[src/design/hhbp_pkg.sv]
// Package for the HTTP header byte parser: phase codes, byte codes, queue entry type.
// Used by hhbp_front, hhbp_back and http_header_byte_parser.
`timescale 1ns / 1ps
package hhbp_pkg;
  localparam logic [4:0] P_FIRST = 5'd0;
  localparam logic [4:0] P_METHOD = 5'd1;
  localparam logic [4:0] P_BEF_RES = 5'd2;
  localparam logic [4:0] P_RES = 5'd3;
  localparam logic [4:0] P_BEF_RPROTO = 5'd4;
  localparam logic [4:0] P_RPROTO = 5'd5;
  localparam logic [4:0] P_SPROTO = 5'd6;
  localparam logic [4:0] P_BEF_STATUS = 5'd7;
  localparam logic [4:0] P_STATUS = 5'd8;
  localparam logic [4:0] P_REASON = 5'd9;
  localparam logic [4:0] P_FIRST_LF = 5'd10;
  localparam logic [4:0] P_LINE = 5'd11;
  localparam logic [4:0] P_NAME = 5'd12;
  localparam logic [4:0] P_BEF_COLON = 5'd13;
  localparam logic [4:0] P_BEF_VALUE = 5'd14;
  localparam logic [4:0] P_VALUE = 5'd15;
  localparam logic [4:0] P_BEF_CONT = 5'd16;
  localparam logic [4:0] P_CONT = 5'd17;
  localparam logic [4:0] P_HDR_LF = 5'd18;
  localparam logic [4:0] P_DONE = 5'd19;
  localparam logic [4:0] P_FAIL = 5'd20;

  localparam logic [7:0] CH_CR = 8'd13;
  localparam logic [7:0] CH_LF = 8'd10;
  localparam logic [7:0] CH_SP = 8'd32;
  localparam logic [7:0] CH_COLON = 8'd58;
  localparam logic [7:0] CH_ZERO = 8'd48;
  localparam logic [7:0] CH_ONE = 8'd49;

  localparam logic [3:0] TAG_SKIP = 4'd0;
  localparam logic [3:0] TAG_METHOD = 4'd1;
  localparam logic [3:0] TAG_RES = 4'd2;
  localparam logic [3:0] TAG_PROTO = 4'd3;
  localparam logic [3:0] TAG_STATUS = 4'd4;
  localparam logic [3:0] TAG_REASON = 4'd5;
  localparam logic [3:0] TAG_NAME = 4'd6;
  localparam logic [3:0] TAG_VALUE = 4'd7;
  localparam logic [3:0] TAG_CONT = 4'd8;

  localparam logic [1:0] ST_PENDING = 2'd0;
  localparam logic [1:0] ST_DONE = 2'd1;
  localparam logic [1:0] ST_ERROR = 2'd2;

  localparam int QDEPTH = 2;

  // Classified byte passed from front to back
  typedef struct packed {
    logic       restart;
    logic [7:0] data;
    logic       is_ws;
    logic       is_sp;
    logic       is_cr;
    logic       is_lf;
    logic       is_colon;
    logic       is_digit;
  } item_t;

  function automatic logic [7:0] proto_char(input logic [2:0] idx);
    case (idx)
      3'd0: proto_char = 8'd72;
      3'd1: proto_char = 8'd84;
      3'd2: proto_char = 8'd84;
      3'd3: proto_char = 8'd80;
      3'd4: proto_char = 8'd47;
      3'd5: proto_char = 8'd49;
      3'd6: proto_char = 8'd46;
      default: proto_char = 8'd0;
    endcase
  endfunction
endpackage

[src/design/hhbp_front.sv]
// Front end: accepts input bytes, classifies them, queues them for the back end.
// Depends on hhbp_pkg.
`timescale 1ns / 1ps
module hhbp_front (
  input  logic              clk,
  input  logic              rst_n,
  input  logic              in_valid,
  output logic              in_stall,
  input  logic              in_kind,
  input  logic [7:0]        in_data_byte,
  output logic              q_valid,
  output hhbp_pkg::item_t   q_item,
  input  logic              q_take
);
  hhbp_pkg::item_t mem_r [hhbp_pkg::QDEPTH];
  logic wp_r, wp_nxt, rp_r, rp_nxt;
  logic [1:0] cnt_r, cnt_nxt;
  hhbp_pkg::item_t cls;
  logic push, pop;

  // Classify the byte
  always_comb begin
    cls.restart = in_kind;
    cls.data = in_data_byte;
    cls.is_sp = in_data_byte == hhbp_pkg::CH_SP;
    cls.is_cr = in_data_byte == hhbp_pkg::CH_CR;
    cls.is_lf = in_data_byte == hhbp_pkg::CH_LF;
    cls.is_colon = in_data_byte == hhbp_pkg::CH_COLON;
    cls.is_digit = in_data_byte inside {[8'd48:8'd57]};
    cls.is_ws = cls.is_sp || (in_data_byte inside {[8'd9:8'd13]});
  end

  assign in_stall = cnt_r == 2'(hhbp_pkg::QDEPTH);
  assign push = in_valid && !in_stall;
  assign pop = q_take;
  assign q_valid = cnt_r != 2'd0;
  assign q_item = mem_r[rp_r];

  always_comb begin
    wp_nxt = push ? !wp_r : wp_r;
    rp_nxt = pop ? !rp_r : rp_r;
    cnt_nxt = cnt_r + 2'(push) - 2'(pop);
  end

  // Advance queue pointers
  always_ff @(posedge clk) begin
    if (!rst_n) begin
      wp_r <= 1'b0;
      rp_r <= 1'b0;
      cnt_r <= 2'd0;
    end else begin
      wp_r <= wp_nxt;
      rp_r <= rp_nxt;
      cnt_r <= cnt_nxt;
    end
  end

  // Store entry
  always_ff @(posedge clk) begin
    if (push) mem_r[wp_r] <= cls;
  end
endmodule

[src/design/hhbp_back.sv]
// Back end: runs the parse state machine on queued bytes, holds the result register.
// Depends on hhbp_pkg.
`timescale 1ns / 1ps
module hhbp_back (
  input  logic              clk,
  input  logic              rst_n,
  input  logic              message_kind,
  input  logic              q_valid,
  input  hhbp_pkg::item_t   q_item,
  output logic              q_take,
  output logic              out_valid,
  input  logic              out_stall,
  output logic [3:0]        out_role_tag,
  output logic [1:0]        out_parse_status,
  output logic              out_header_line_done,
  output logic [1:0]        out_version,
  output logic [9:0]        out_status_code
);
  logic [4:0] phase_r, phase_nxt;
  logic [3:0] plen_r, plen_nxt;
  logic pok_r, pok_nxt;
  logic [7:0] pminor_r, pminor_nxt;
  logic [9:0] acc_r, acc_nxt;
  logic [1:0] digits_r, digits_nxt;
  logic sbad_r, sbad_nxt, name_r, name_nxt, vns_r, vns_nxt;
  logic [1:0] ver_r, ver_nxt;
  logic [9:0] code_r, code_nxt;
  logic ov_r;
  logic [3:0] tag_r;
  logic [1:0] st_r;
  logic ld_r;
  logic [3:0] tag;
  logic ld;
  logic [1:0] st, pchk;
  logic [4:0] ph;
  logic [13:0] acc10;
  hhbp_pkg::item_t it;

  assign q_take = q_valid && (!ov_r || !out_stall);
  assign it = q_item;
  assign acc10 = {acc_r, 3'b000} + {3'b000, acc_r, 1'b0} + {6'd0, it.data - hhbp_pkg::CH_ZERO};

  // Version check of the collected protocol text
  always_comb begin
    pchk = 2'd0;
    if (plen_r == 4'd8 && pok_r) begin
      if (pminor_r == hhbp_pkg::CH_ZERO) pchk = 2'd1;
      else if (pminor_r == hhbp_pkg::CH_ONE) pchk = 2'd2;
    end
  end

  // Parse one byte; re-dispatch chains are unrolled as entry phases
  always_comb begin
    phase_nxt = phase_r; plen_nxt = plen_r; pok_nxt = pok_r; pminor_nxt = pminor_r;
    acc_nxt = acc_r; digits_nxt = digits_r; sbad_nxt = sbad_r; name_nxt = name_r;
    vns_nxt = vns_r; ver_nxt = ver_r; code_nxt = code_r;
    tag = hhbp_pkg::TAG_SKIP; ld = 1'b0; ph = phase_r;
    if (ph == hhbp_pkg::P_FIRST) ph = message_kind ? hhbp_pkg::P_SPROTO : hhbp_pkg::P_METHOD;
    if (!it.is_sp) begin
      case (ph)
        hhbp_pkg::P_BEF_RES: ph = hhbp_pkg::P_RES;
        hhbp_pkg::P_BEF_RPROTO: ph = hhbp_pkg::P_RPROTO;
        hhbp_pkg::P_BEF_STATUS: ph = hhbp_pkg::P_STATUS;
        hhbp_pkg::P_BEF_VALUE: begin ph = hhbp_pkg::P_VALUE; vns_nxt = 1'b0; end
        hhbp_pkg::P_BEF_CONT: begin ph = hhbp_pkg::P_CONT; vns_nxt = 1'b0; end
        hhbp_pkg::P_LINE: if (!it.is_cr) begin ph = hhbp_pkg::P_NAME; name_nxt = 1'b0; end
        default: ;
      endcase
    end
    phase_nxt = ph;
    case (ph)
      hhbp_pkg::P_METHOD, hhbp_pkg::P_RES: begin
        if (!it.is_ws) tag = (ph == hhbp_pkg::P_METHOD) ? hhbp_pkg::TAG_METHOD : hhbp_pkg::TAG_RES;
        else if (it.is_sp)
          phase_nxt = (ph == hhbp_pkg::P_METHOD) ? hhbp_pkg::P_BEF_RES : hhbp_pkg::P_BEF_RPROTO;
        else phase_nxt = hhbp_pkg::P_FAIL;
      end
      hhbp_pkg::P_RPROTO, hhbp_pkg::P_SPROTO: begin
        if (!it.is_ws) begin
          tag = hhbp_pkg::TAG_PROTO;
          if (plen_r < 4'd7) begin
            if (it.data != hhbp_pkg::proto_char(plen_r[2:0])) pok_nxt = 1'b0;
          end else if (plen_r == 4'd7) pminor_nxt = it.data;
          if (plen_r != 4'd15) plen_nxt = plen_r + 4'd1;
        end else if ((ph == hhbp_pkg::P_RPROTO) ? it.is_cr : it.is_sp) begin
          ver_nxt = pchk;
          if (pchk == 2'd0) phase_nxt = hhbp_pkg::P_FAIL;
          else phase_nxt = (ph == hhbp_pkg::P_RPROTO) ? hhbp_pkg::P_FIRST_LF
                                                     : hhbp_pkg::P_BEF_STATUS;
        end else phase_nxt = hhbp_pkg::P_FAIL;
      end
      hhbp_pkg::P_STATUS: begin
        if (!it.is_ws) begin
          tag = hhbp_pkg::TAG_STATUS;
          if (!it.is_digit || digits_r == 2'd3 || (digits_r != 2'd0 && acc_r == 10'd0))
            sbad_nxt = 1'b1;
          else begin
            acc_nxt = acc10[9:0];
            digits_nxt = digits_r + 2'd1;
          end
        end else if (it.is_sp && !sbad_r) begin
          code_nxt = acc_r;
          phase_nxt = hhbp_pkg::P_REASON;
        end else phase_nxt = hhbp_pkg::P_FAIL;
      end
      hhbp_pkg::P_REASON: begin
        if (it.is_cr) phase_nxt = hhbp_pkg::P_FIRST_LF;
        else tag = hhbp_pkg::TAG_REASON;
      end
      hhbp_pkg::P_FIRST_LF: begin
        if (it.is_lf) begin phase_nxt = hhbp_pkg::P_LINE; name_nxt = 1'b0; end
        else phase_nxt = hhbp_pkg::P_FAIL;
      end
      hhbp_pkg::P_LINE: begin
        if (it.is_cr) begin
          name_nxt = 1'b0; vns_nxt = 1'b0; phase_nxt = hhbp_pkg::P_HDR_LF;
        end else phase_nxt = hhbp_pkg::P_BEF_CONT;
      end
      hhbp_pkg::P_NAME: begin
        if (it.is_colon) phase_nxt = hhbp_pkg::P_BEF_VALUE;
        else if (it.is_sp) phase_nxt = hhbp_pkg::P_BEF_COLON;
        else if (it.is_ws) phase_nxt = hhbp_pkg::P_FAIL;
        else begin tag = hhbp_pkg::TAG_NAME; name_nxt = 1'b1; end
      end
      hhbp_pkg::P_BEF_COLON: begin
        if (it.is_colon) phase_nxt = hhbp_pkg::P_BEF_VALUE;
        else if (!it.is_sp) phase_nxt = hhbp_pkg::P_FAIL;
      end
      hhbp_pkg::P_VALUE, hhbp_pkg::P_CONT: begin
        if (it.is_cr) begin ld = 1'b1; phase_nxt = hhbp_pkg::P_HDR_LF; end
        else begin
          tag = (ph == hhbp_pkg::P_VALUE) ? hhbp_pkg::TAG_VALUE : hhbp_pkg::TAG_CONT;
          if (!it.is_ws) vns_nxt = 1'b1;
        end
      end
      hhbp_pkg::P_HDR_LF: begin
        if (!it.is_lf) phase_nxt = hhbp_pkg::P_FAIL;
        else if (!name_r && !vns_r) phase_nxt = hhbp_pkg::P_DONE;
        else phase_nxt = hhbp_pkg::P_LINE;
      end
      hhbp_pkg::P_BEF_RES, hhbp_pkg::P_BEF_RPROTO, hhbp_pkg::P_BEF_STATUS,
      hhbp_pkg::P_BEF_VALUE, hhbp_pkg::P_BEF_CONT, hhbp_pkg::P_DONE: ;
      default: phase_nxt = hhbp_pkg::P_FAIL;
    endcase
    st = hhbp_pkg::ST_PENDING;
    if (phase_nxt == hhbp_pkg::P_DONE) st = hhbp_pkg::ST_DONE;
    else if (phase_nxt == hhbp_pkg::P_FAIL) begin
      st = hhbp_pkg::ST_ERROR; tag = hhbp_pkg::TAG_SKIP; ld = 1'b0;
    end
    // Restart clears everything and reports zeros
    if (it.restart) begin
      phase_nxt = hhbp_pkg::P_FIRST; plen_nxt = 4'd0; pok_nxt = 1'b1; pminor_nxt = 8'd0;
      acc_nxt = 10'd0; digits_nxt = 2'd0; sbad_nxt = 1'b0; name_nxt = 1'b0;
      vns_nxt = 1'b0; ver_nxt = 2'd0; code_nxt = 10'd0;
      tag = hhbp_pkg::TAG_SKIP; ld = 1'b0; st = hhbp_pkg::ST_PENDING;
    end
  end

  // Update parse state on each transfer from the queue
  always_ff @(posedge clk) begin
    if (!rst_n) begin
      phase_r <= hhbp_pkg::P_FIRST; plen_r <= 4'd0; pok_r <= 1'b1; pminor_r <= 8'd0;
      acc_r <= 10'd0; digits_r <= 2'd0; sbad_r <= 1'b0; name_r <= 1'b0; vns_r <= 1'b0;
      ver_r <= 2'd0; code_r <= 10'd0; ov_r <= 1'b0;
    end else begin
      if (q_take) begin
        phase_r <= phase_nxt; plen_r <= plen_nxt; pok_r <= pok_nxt; pminor_r <= pminor_nxt;
        acc_r <= acc_nxt; digits_r <= digits_nxt; sbad_r <= sbad_nxt; name_r <= name_nxt;
        vns_r <= vns_nxt; ver_r <= ver_nxt; code_r <= code_nxt;
      end
      if (q_take) ov_r <= 1'b1;
      else if (!out_stall) ov_r <= 1'b0;
    end
  end

  // Hold result payload
  always_ff @(posedge clk) begin
    if (q_take) begin
      tag_r <= tag; st_r <= st; ld_r <= ld;
    end
  end

  assign out_valid = ov_r;
  assign out_role_tag = tag_r;
  assign out_parse_status = st_r;
  assign out_header_line_done = ld_r;
  assign out_version = ver_r;
  assign out_status_code = code_r;
endmodule

[src/design/http_header_byte_parser.sv]
// Top level of the HTTP header byte parser: config register, front, back.
// Depends on hhbp_pkg, hhbp_front, hhbp_back.
`timescale 1ns / 1ps
// Usage:
//  Input channel in_valid/in_stall carries in_kind (1 = restart) and in_data_byte.
//  Output channel out_valid/out_stall gives one result per input byte: role tag,
//  parse status, header line done, version and status code.
//  A transfer happens at a clock edge with valid high and stall low.
//  From an input transfer to the earliest result transfer, the byte passes the
//  two-entry queue of the front end and then the back end result register.
//  Throughput is one byte per cycle while out_stall is low; the parse state machine updates on each byte taken.
//  When the receiver stalls, the result holds and the queue fills; in_stall rises
//  once both queue entries are occupied.
//  Register message_kind at byte address 0 (APB port): 0 request, 1 response.
//  Reset (rst_n low, synchronous) empties the queue, clears the parse state to
//  before the first line and message_kind to 0.
module http_header_byte_parser (
  input  logic        clk,
  input  logic        rst_n,
  input  logic        in_valid,
  output logic        in_stall,
  input  logic        in_kind,
  input  logic [7:0]  in_data_byte,
  output logic        out_valid,
  input  logic        out_stall,
  output logic [3:0]  out_role_tag,
  output logic [1:0]  out_parse_status,
  output logic        out_header_line_done,
  output logic [1:0]  out_version,
  output logic [9:0]  out_status_code,
  input  logic        cfg_psel,
  input  logic        cfg_penable,
  input  logic        cfg_pwrite,
  input  logic [1:0]  cfg_paddr,
  input  logic [31:0] cfg_pwdata,
  output logic [31:0] cfg_prdata,
  output logic        cfg_pready
);
  logic kind_r;
  logic q_valid, q_take;
  hhbp_pkg::item_t q_item;

  // Configuration register
  assign cfg_pready = 1'b1;
  assign cfg_prdata = (cfg_paddr == 2'd0) ? {31'd0, kind_r} : 32'd0;
  always_ff @(posedge clk) begin
    if (!rst_n) kind_r <= 1'b0;
    else if (cfg_psel && cfg_penable && cfg_pwrite && cfg_paddr == 2'd0)
      kind_r <= cfg_pwdata[0];
  end

  hhbp_front u_front (
    .clk(clk), .rst_n(rst_n), .in_valid(in_valid), .in_stall(in_stall),
    .in_kind(in_kind), .in_data_byte(in_data_byte),
    .q_valid(q_valid), .q_item(q_item), .q_take(q_take)
  );

  hhbp_back u_back (
    .clk(clk), .rst_n(rst_n), .message_kind(kind_r),
    .q_valid(q_valid), .q_item(q_item), .q_take(q_take),
    .out_valid(out_valid), .out_stall(out_stall), .out_role_tag(out_role_tag),
    .out_parse_status(out_parse_status), .out_header_line_done(out_header_line_done),
    .out_version(out_version), .out_status_code(out_status_code)
  );
endmodule

[config.mk]
export PLATFORM = sky130hd
export DESIGN_NAME = http_header_byte_parser
export DESIGN_NICKNAME = d
export VERILOG_FILES = /design/src/design/hhbp_pkg.sv /design/src/design/hhbp_front.sv /design/src/design/hhbp_back.sv /design/src/design/http_header_byte_parser.sv
export SDC_FILE = /design/constraint.sdc
export NUM_CORES = 1
export LEC_CHECK = 0
export BUFFER_PORTS_ARGS = -buffer_cell sky130_fd_sc_hd__buf_2
export CAP_MARGIN = 20
export CORE_MARGIN = 2
export CORE_UTILIZATION = 59
export CTS_BUF_LIST = sky130_fd_sc_hd__clkbuf_2
export DETAILED_ROUTE_END_ITERATION = 6
export MAX_ROUTING_LAYER = met4
export PLACE_DENSITY = 0.81
export SKIP_CTS_REPAIR_TIMING = 1
export SLEW_MARGIN = 30
export SYNTH_ARGS = -nofsm -noshare
export SYNTH_HDL_FRONTEND = slang
export SYNTH_SLANG_ARGS = --single-unit
[constraint.sdc]
create_clock -name clk -period 4.1 [get_ports clk]
set_input_delay 0.82 -clock clk [delete_from_list [all_inputs] [get_ports clk]]
set_output_delay 0.82 -clock clk [all_outputs]
set_load 0.005 [all_outputs]
# After elaboration in Yosys (flattened, before gate mapping)
# Memory sizes are Yosys's and may differ from the RTL's. A register that Yosys moved wholly into a read port is not among the register bits.
# Index checks and enable logic that the tools add are counted.
[totals] regBits=58 ram_bits=30 input_bits=50 out_inout_bits=54 elab_cells=249 mem_count=1
[memory_table] name="u_front.mem_r" words=2 width=15 read_ports=1 rd_ports_with_merged_regs=1 write_ports=1 line="hhbp_front.sv:15" source="hhbp_pkg::item_t mem_r [hhbp_pkg::QDEPTH];"
[op_classes] add_sub_neg=7 magnitude_cmp=5 n_eq_ne=49 muxes=112 reduce_logical=55
[op_table] op="two-way mux 5 bit" n=21
[op_table] op="two-way mux 10 bit" n=8
[op_table] op="two-way mux 8 bit" n=8
[op_table] op="case mux 5 bit (11 select lines)" n=1
[op_table] op="equality test 5 x 4 -> 1 bit (second input constant)" n=10
[op_table] op="two-way mux 4 bit" n=12
[op_table] op="case mux 7 bit (6 select lines)" n=1
[op_table] op="two-way mux 1 bit" n=37
[op_table] op="equality test 5 bit (second input constant)" n=7
[op_table] op="equality test 8 x 6 -> 1 bit (second input constant)" n=4
[op_table] op="equality test 5 x 3 -> 1 bit (second input constant)" n=6
[op_table] op="two-way mux 2 bit" n=15
[op_table] op="case mux 5 bit (6 select lines)" n=1
[op_table] op="case mux 4 bit (6 select lines)" n=1
[op_table] op="nonzero test 2 bit" n=12
[op_table] op="AND reduction 4 bit" n=5
[op_table] op="equality test 8 x 4 -> 1 bit (second input constant)" n=2
[op_table] op="equality test 5 x 2 -> 1 bit (second input constant)" n=3
[op_table] op="two-way mux 3 bit" n=5
[op_table] op="OR reduction 2 bit" n=6
[op_table] op="logical AND 1 bit" n=11
[op_table] op="adder 10 bit" n=1
[op_table] op="adder 10 x 8 -> 10 bit" n=1
[op_table] op="zero test 10 bit" n=1
[op_table] op="other kinds (30)" n=49

# Depth between registers and ports, before layout
# Gate-level depths: netlist of run 1.
[logic_depth] ltp_word=14 ltp_mapped=16 depth_no_buf=14

# Modules after synthesis
# A second synthesis of run 1 with hierarchy kept.
[unflattened] hier_cells=697 area_unflattened_um2=6070.8
[by_module_without_submodules] module="hhbp_back" n_inst=1 cells_per_inst=564 area_each_um2=4344.2
[by_module_without_submodules] module="hhbp_front" n_inst=1 cells_per_inst=92 area_each_um2=1423.9
[by_module_without_submodules] module="http_header_byte_parser" n_inst=1 cells_per_inst=41 area_each_um2=302.8

# Worst setup path after synthesis of run 1
# Ideal clock, no wire load.
[synth_timing] path_type="register to register" startpoint="reg with a tool-made name" endpoint="reg u_back.acc_r[9]" setup_time_ns=0.070 t_arrival_ns=3.583 path_slack_ns=0.447 path_stages_with_launch=17 path_buffers=2 path_cell_list="dfxtp_1 > buf_4 > buf_1 > mux2_2 > inv_1 > nor2_1 > or3_1 > nand3_1 > o21ai_0 > fa_1 > inv_1 > ha_1 > nand2_1 > o21ai_0 > xnor2_1 > or3_1 > a21boi_1"
[synth_lines] element="end signal, assigned" line="hhbp_back.sv:168" source="acc_r <= acc_nxt; digits_r <= digits_nxt; sbad_r <= sbad_nxt; name_r <= name_nxt;"
[synth_lines] element="end, declared" line="hhbp_back.sv:23" source="logic [9:0] acc_r, acc_nxt;"

==> flow_metrics.tcl, run 1 <==
set metrics [dict create \
    clk_pin_slew_ns 0.31 \
    hp-class "input port to flip-flop" \
    grt_pass1_vias 4721 \
    wl_per_cell_um 18.5 \
    antenna_found_initial 0 \
    insertion_delay_ns 0.56 \
    slew_headroom_pct 46.1 \
    core-area_mm2 0.00982 \
    power.density_mw_per_mm2 553 \
    dr.pass1.iters 5 \
    async_flop_share_pct 0 \
    nets 771 \
    drt_iter0_drc 434 \
    synth-compound-area-share_pct 21.5 \
    hold_viol_final 0 \
    crit_fanout 13 \
    seq_power_share_pct 32.6 \
    status "complete, no violations" \
    power.internal_mw 1.86 \
    synth_top_area_share_pct 18.5 \
    viasPerCell 6.17 \
    syn_inst 655 \
    synth_top_area_cell "edfxtp_1" \
    via_count 5143 \
    grt-ovfl-total 0 \
    gp_congestion 0.962 \
    grt_usage_pct 28.9 \
    cts_tree "yes" \
    netlist_area_mm2 0.00601 \
    final_cell_mix "52 x dfxtp_1, 43 x nor2_1, 41 x inv_1" \
    yosysUniqueCellTypes 90 \
    drc_errors 0 \
    fin_crit_sh_pct 91.0 \
    synth_fa_ha_area_share_pct 6.16 \
    fp.dieW_um 105 \
    area_delta_synth_final_pct 6.30 \
    start_util_pct 61.3 \
    worst_pin_slew_ns 0.808 \
    setup_violations 0 \
    p_comb_share_pct 54.5 \
    cts_max_level 3 \
    synth_area_leaders "edfxtp_1 18%, dfxtp_1 17%, buf_4 4.2%" \
    p_clk_share_pct 12.9 \
    cts.sinks 89 \
    grt_max_degree 48 \
    final.setup.worst_slack_ns 0.371 \
    worstPathArrival_ns 4.07 \
    ctsLongestPathBuffers 2 \
    boundaryPins 104 \
    rsz0062_at_grt "false" \
    ys.warnings.count 0 \
    antenna_cells 0 \
    timing.hold.ws_ns 0.432 \
    crit_path_end_kind "flip-flop" \
    peakVddDrop_mv 0.394 \
    synth_top_family_by_area "compound AO/OA/AOI/OAI gates" \
    grt_pass1_wl_um 24600 \
    mostFrequentLayoutCell "dfxtp_1" \
    synthMuxAreaShare_pct 4.47 \
    ys_ff_latch 89 \
    ys_seq_area_share_pct 35.8 \
    synth_flop_cell "dfxtp_1" \
    final.setup.tns_ns 0 \
    die_area_mm2 0.0110 \
    synth-simple-area-share_pct 19.8 \
    synth_xor_area_share_pct 3.43 \
    fin_skew_ns 0.0608 \
    finalMaxSlewViolations 0 \
    fmax_mhz 268 \
    io_buffers 40 \
    crit_path_max_incr_delay_ns 0.62 \
    p_leak_nw 2.49 \
    antenna_left 0 \
    avgSynthCellArea_um2 9.18 \
    fp-row-count 36 \
    cts_root_buffer "clkbuf_2" \
    numCtsBuffers 9 \
    worstSetupPathType "flip-flop to flip-flop" \
    cap_violations 0 \
    die_h_um 105 \
    synth_edf_count 37 \
    drive_gt1_share_pct 16.3 \
    switching_share_pct 47.2 \
    crit_required_ns 4.45 \
    slowest_stage "dfxtp_1" \
    place_ws_ns 0.517 \
    dp_hpwl_um 11700 \
    worst_setup_path_start_kind "flip-flop" \
    p_sw_mw 1.67 \
    routed_wl_um 15400 \
    cp_cell_sequence "buf_4, mux2_2, o21ai_1, and3_1, a21oi_2, a311o_1, or3b_1, a31oi_1, nor4bb_1" \
    period_minus_slack_ns 3.73 \
]
routing by layer:
layer | track usage (%) | up-vias | wire (µm)
met3 | 6.11 | 17 | 1320
met1 | 40.3 | 2436 | 7000
met4 | 5.52 | 0 | 153
met5 | - | - | 0
met2 | 43.9 | 262 | 6920
li1 | - | 2428 | -
final timing paths:
check                        start                         end  slack, ns  cells past startpoint
min reg2reg  u_back.out_version[0]       u_back.out_version[0]       0.50                      2
max                      flip-flop  u_back.out_parse_status[1]       0.37                      9
min                in_data_byte[7]        u_front.mem_r[0][13]       0.43                      1
max reg2reg              flip-flop  u_back.out_parse_status[1]       0.37                      9
state kept, by name, indices dropped and copies added (netlist names), 4 cells and up, named ones only:
register                count
u_back.acc_r               10
u_back.out_role_tag         4
u_back.out_status_code     10
u_back.phase_r              5
u_back.plen_r               4
u_back.pminor_r             8
u_front.mem_r              30
kinds of logic (layout without fill, tap and decap cells):
family / Yosys count / count (layout)
other cells: 2 / 32
xor+xnor: 22 / 22
compound gates: 172 / 172
buf+inv: 102 / 117
flops: 89 / 89
fa+ha+maj: 26 / 26
simple gates: 217 / 217
mux: 25 / 25
through the flow:
step                      power [mW]  utilization, %  instance area (µm²)  std cells
after detailed placement        3.04            63.9                 6270        817
after global routing            3.75            65.1                 6390        833
after global placement          3.02            63.8                 6270        817
final                           3.53            65.1                 6390        833
after CTS                       3.49            65.1                 6390        833
after floorplan                 2.51               -                 6130        685
cell type report:
class / count / area, µm²
multi-input cells: 494 / 3460
fillers: 828 / 3430
flip-flops and latches: 89 / 2150
repair buffers: 59 / 343
well taps: 133 / 166
inverters: 42 / 158
clock inverters: 7 / 73.8
clock buffers: 9 / 45.0
worst max-delay path, delay by kind of cell, from the launching register on:
kind                   cells  cell delay [ns]
buffers and inverters      1             0.32
DFF                        1             0.62
AOI/OAI and AO/OA          4             1.10
and+or+nand+nor            3             1.02
muxes                      1             0.47
power by group through the flow:
stage               Combinational [mW]  Sequential (mW)  Clock (mW)
global placement                  1.87             1.16           0
finish                            1.93             1.15       0.457
floorplan                         1.39             1.11           0
detailed placement                1.87             1.17           0
global route                      2.09             1.17       0.496
CTS                               1.88             1.15       0.463
cells in the mapped netlist, types with 7 or more instances:
| cell | count |
|---|---|
| a211oi_1 | 7 |
| a21oi_1 | 26 |
| a22oi_1 | 21 |
| a31oi_1 | 10 |
| and2_1 | 16 |
| and3_1 | 7 |
| buf_2 | 13 |
| buf_4 | 34 |
| clkbuf_1 | 12 |
| dfxtp_1 | 52 |
| edfxtp_1 | 37 |
| ha_1 | 20 |
| inv_1 | 41 |
| mux2_2 | 9 |
| mux2i_1 | 14 |
| nand2_1 | 38 |
| nand3_1 | 16 |
| nor2_1 | 44 |
| nor2b_1 | 26 |
| nor3_1 | 15 |
| nor4_1 | 7 |
| o211ai_1 | 7 |
| o21ai_0 | 19 |
| or3_1 | 10 |
| xnor2_1 | 16 |
(Power assumes the default switching activity.)
==> run 2, diff against run 1 <==
- PLACE_DENSITY: 0.81 -> 0.82
- clock period: 4.1 -> 3.5 ns (I/O delays scaled with it)
==> run 2 against run 1 <==
  * Flip-flop and latch count unchanged
  * Clock skew decreased by 0.0062 ns
  * Global-route usage is 0.58 points lower
  * Non-clock buffer count is 11 higher
  * Worst hold slack worse by 0.13 ns
  * Critical path depth is 1 lower
  * Core utilization grew 0.96 points
  * Via count is 2.5% higher
  * Wire length fell by 3.0%
  * Power is 19% higher
  * Highest routed layer unchanged
==> flow_metrics.tcl, run 2 (synthesis gave the netlist of run 1 again) <==
set metrics [dict create \
    grt_usage_pct 28.3 \
    crit_path_end_kind "flip-flop" \
    die_h_um 105 \
    crit_path_max_incr_delay_ns 0.68 \
    ctsLongestPathBuffers 2 \
    fp.dieW_um 105 \
    grt-ovfl-total 0 \
    io_buffers 40 \
    crit_fanout 13 \
    power.internal_mw 2.25 \
    area_delta_synth_final_pct 7.86 \
    numCtsBuffers 9 \
    regArea_mm2 0.00216 \
    p_leak_nw 2.55 \
    drc_errors 0 \
    antenna_found_initial 0 \
    fp-row-count 36 \
    power.density_mw_per_mm2 648 \
    core-area_mm2 0.00982 \
    largest_reg_flops 30 \
    start_util_pct 61.3 \
    cap_violations 0 \
    switching_share_pct 46.6 \
    slowest_stage "dfxtp_1" \
    dr.pass1.iters 5 \
    dp_hpwl_um 11200 \
    routed_wl_um 14900 \
    hold_viol_final 0 \
    gp_congestion 1.01 \
    cts.sinks 89 \
    fin_crit_sh_pct 92.5 \
    final.setup.tns_ns 0 \
    wl_per_cell_um 17.7 \
    worst_pin_slew_ns 0.744 \
    mostFrequentLayoutCell "dfxtp_1" \
    status "complete, no violations" \
    drive_gt1_share_pct 17.9 \
    slew_headroom_pct 49.4 \
    cts_max_level 3 \
    crit_required_ns 3.89 \
    drt_iter0_drc 596 \
    nets 782 \
    cts_root_buffer "clkbuf_2" \
    finalMaxSlewViolations 0 \
    period_minus_slack_ns 3.24 \
    hp-class "input port to flip-flop" \
    rsz0062_at_grt "false" \
    insertion_delay_ns 0.57 \
    clk_pin_slew_ns 0.29 \
    cts_tree "yes" \
    grt_pass1_wl_um 24600 \
    power_mw 4.20 \
    antenna_cells 0 \
    grt_max_degree 48 \
    fill_cells 809 \
    seq_power_share_pct 31.2 \
    worstSetupPathType "flip-flop to flip-flop" \
    p_sw_mw 1.96 \
    fmax_mhz 309 \
    regMostFlops "u_front.mem_r" \
    antenna_left 0 \
    via_count 5273 \
    cp_cell_sequence "xnor3_1, nand3_2, a21o_4, a21oi_1, a311o_1, or3b_1, a21boi_1, nor4bb_1" \
    peakVddDrop_mv 0.330 \
    fin_skew_ns 0.0547 \
    worst_setup_path_start_kind "flip-flop" \
    viasPerCell 6.25 \
    worstPathArrival_ns 3.63 \
    multi_input_area_mm2 0.00346 \
    boundaryPins 104 \
    p_comb_share_pct 56.0 \
    die_area_mm2 0.0110 \
    p_clk_share_pct 12.8 \
    final_cell_mix "51 x dfxtp_1, 44 x nor2_1, 41 x inv_1" \
    setup_violations 0 \
    grt_pass1_vias 4984 \
]
==> run 2: changes by cell type in the layout (fill, tap and decap cells not counted), moves of 2 or more <==
| cell | delta |
|---|---|
| buf_4 | +11 |
| clkinv_4 | -2 |
| o21ai_0 | -2 |
| o21ai_1 | +2 |
==> run 2: layout make-up <==
cell class / count / area share (%)
Clock buffer: 9 / 0.694
Inverter: 42 / 2.43
Tap cell: 133 / 2.57
Clock inverter: 7 / 1.18
Timing Repair Buffer: 70 / 6.56
Multi-Input combinational cell: 494 / 53.3
Sequential cell: 89 / 33.2
==> run 2: power by group through the flow <==
stage / Sequential, mW / Combinational [mW] / Clock, mW
floorplan: 1.31 / 1.63 / 0
global placement: 1.32 / 2.24 / 0
detailed placement: 1.33 / 2.26 / 0
CTS: 1.31 / 2.27 / 0.555
global route: 1.32 / 2.53 / 0.600
finish: 1.31 / 2.35 / 0.539
==> run 2: layer usage <==
| layer | global-route usage [%] | share of wire, % | up-vias |
|---|---|---|---|
| li1 | - | - | 2446 |
| met1 | 37.5 | 44 | 2473 |
| met2 | 44.8 | 45 | 322 |
| met3 | 5.99 | 9.4 | 32 |
| met4 | 6.67 | 1.9 | 0 |
| met5 | - | 0 | - |
==> run 2: through the flow <==
stage	setup WS [ns]	instance area, µm²	utilization (%)	hold slack [ns]	instances
6_report	0.262	6490	66.1	0.297	844
5_1_grt	0.0267	6490	66.1	0.227	844
4_1_cts	0.0316	6470	65.9	0.274	844
3_5_place_dp	0.101	6350	64.7	0.462	828
3_3_place_gp	0.172	6350	64.7	0.439	828
2_1_floorplan	0.0471	6130	-	0.427	685
==> run 2: path summary, 6_finish.rpt <==
path	start	endpoint	slack (ns)	cells after the start
worst max-delay path	u_back.phase_r[3]	u_back.out_parse_status[1]	0.26	8
worst min register to register	u_back.name_r	u_back.name_r	0.49	2
worst max register to register	u_back.phase_r[3]	u_back.out_parse_status[1]	0.26	8
worst min-delay path	in_kind	u_front.mem_r[0][14]	0.30	1
==> run 2: worst max-delay path: cells and delay by family, from the launching register on <==
family	cells	cell delay (ns)
flops	1	0.68
xor+xnor	1	0.56
simple gates	3	0.85
compound gates	4	0.96
==> run 3, diff against run 2 <==
- CORE_UTILIZATION: 59 -> 34
- PLACE_DENSITY: 0.82 -> 0.52
==> run 3 against run 2 <==
  * Register-to-register slack worse by 0.09 ns
  * Flip-flop and latch count unchanged
  * Cell count up 13%
  * Setup slack worse by 0.089 ns
  * Core utilization down 27 points
  * Count of clock-buffer cells in the layout unchanged
  * Die area up 70%
  * Highest routed layer unchanged
==> flow_metrics.tcl, run 3 (synthesis gave the netlist of run 1 again) <==
set metrics [dict create \
    viasPerCell 5.43 \
    p_clk_share_pct 14.0 \
    crit_required_ns 3.88 \
    cp_cell_sequence "buf_4, mux2_2, o41ai_1, a221oi_4, and2_1, nor4_1, nand4_1, a21boi_1, nor4bb_1" \
    crit_path_max_incr_delay_ns 0.55 \
    io_buffers 40 \
    die_area_mm2 0.0188 \
    place_ws_ns 0.0382 \
    grt_max_degree 48 \
    crit_fanout 14 \
    dr.pass1.iters 5 \
    stdcell_count 954 \
    antenna_left 0 \
    timing.hold.ws_ns 0.288 \
    slowest_stage "o41ai_1" \
    r2r_cells 9 \
    final_core_util_pct 39.1 \
    switching_share_pct 45.0 \
    gp_congestion 0.938 \
    hold_viol_final 0 \
    worst_pin_slew_ns 0.712 \
    p_comb_share_pct 56.2 \
    hp-class "input port to flip-flop" \
    antenna_found_initial 1 \
    via_count 5177 \
    worstSetupPathType "flip-flop to flip-flop" \
    cts.sinks 89 \
    slew_headroom_pct 51.2 \
    drive_gt1_share_pct 19.6 \
    die_h_um 137 \
    p_leak_nw 2.64 \
    core-area_mm2 0.0173 \
    final_cell_mix "51 x dfxtp_1, 47 x buf_4, 44 x nor2_1" \
    peakVddDrop_mv 0.341 \
    cap_violations 0 \
    fill_cells 1789 \
    power.density_mw_per_mm2 658 \
    dp_cells 937 \
    finalMaxSlewViolations 0 \
    wl_per_cell_um 18.2 \
    final_area_mm2 0.00677 \
    seq_power_share_pct 29.7 \
    area_delta_synth_final_pct 12.5 \
    nets 799 \
    final.setup.tns_ns 0 \
    fp.dieW_um 137 \
    grt_pass1_vias 5003 \
    boundaryPins 104 \
    power_mw 4.45 \
    power.internal_mw 2.45 \
    grt-ovfl-total 0 \
    cts_tree "yes" \
    setup_violations 0 \
    fp-row-count 48 \
    drt_iter0_drc 287 \
    final.setup.worst_slack_ns 0.174 \
    placed_cell_area_mm2 0.00659 \
    period_minus_slack_ns 3.33 \
    cts_max_level 3 \
    mostFrequentLayoutCell "dfxtp_1" \
    min_path_cells 1 \
    cts_root_buffer "clkbuf_2" \
    worstPathArrival_ns 3.70 \
    dp_hpwl_um 13400 \
    crit_path_end_kind "flip-flop" \
    grt_usage_pct 19.6 \
    drc_errors 0 \
    clk_pin_slew_ns 0.26 \
    ctsLongestPathBuffers 2 \
    regMostFlops "u_front.mem_r" \
    largest_reg_flops 30 \
    start_util_pct 34.8 \
    worst_setup_path_start_kind "flip-flop" \
    grt_pass1_wl_um 27200 \
    p_sw_mw 2.00 \
    routed_wl_um 17400 \
    rsz0062_at_grt "false" \
    status "complete, no violations" \
    fin_crit_sh_pct 95.0 \
    insertion_delay_ns 0.60 \
    numCtsBuffers 9 \
    fmax_mhz 301 \
    fin_skew_ns 0.0474 \
]
-- run 3: worst max-delay path, delay by kind of cell (launching register included) --
kind / cells / cell delay (ns)
DFF: 1 / 0.45
muxes: 1 / 0.45
and+or+nand+nor: 4 / 0.92
buffers and inverters: 1 / 0.27
AOI/OAI and AO/OA: 3 / 1.00
-- run 3: worst paths after layout --
check | to | slack (ns) | from
setup / recovery | u_back.out_parse_status[1] | 0.17 | flip-flop
hold / removal | u_front.mem_r[1][12] | 0.29 | in_data_byte[6]
setup reg to reg | u_back.out_parse_status[1] | 0.17 | flip-flop
hold reg to reg | u_back.out_version[1] | 0.51 | u_back.out_version[1]
-- run 3: cell type report --
| cell class | instances | area (µm²) | area share, % |
|---|---|---|---|
| antenna | 1 | 2.50 | 0.0370 |
| clock buffer | 9 | 45.0 | 0.666 |
| clock inverter | 7 | 100 | 1.48 |
| inverter | 42 | 158 | 2.33 |
| multi-input combinational | 494 | 3470 | 51.3 |
| sequential | 89 | 2160 | 31.9 |
| tap | 225 | 282 | 4.16 |
| timing repair buffer | 87 | 553 | 8.17 |
-- run 3: per-layer routing --
| layer | share of wire, % | GRT usage [%] | wire [µm] | vias to the layer above |
|---|---|---|---|---|
| li1 | - | - | - | 2485 |
| met3 | 4.9 | 2.93 | 846 | 39 |
| met5 | 0 | - | 0 | - |
| met1 | 43 | 23.9 | 7470 | 2481 |
| met4 | 3.3 | 8.93 | 572 | 0 |
| met2 | 49 | 32.0 | 8490 | 172 |
-- run 3: power by group through the flow --
| stage | Sequential (mW) | Clock [mW] | Combinational (mW) |
|---|---|---|---|
| floorplan | 1.31 | 0 | 1.63 |
| global placement | 1.34 | 0 | 2.47 |
| detailed placement | 1.34 | 0 | 2.46 |
| CTS | 1.32 | 0.653 | 2.47 |
| global route | 1.34 | 0.690 | 2.71 |
| finish | 1.32 | 0.624 | 2.50 |
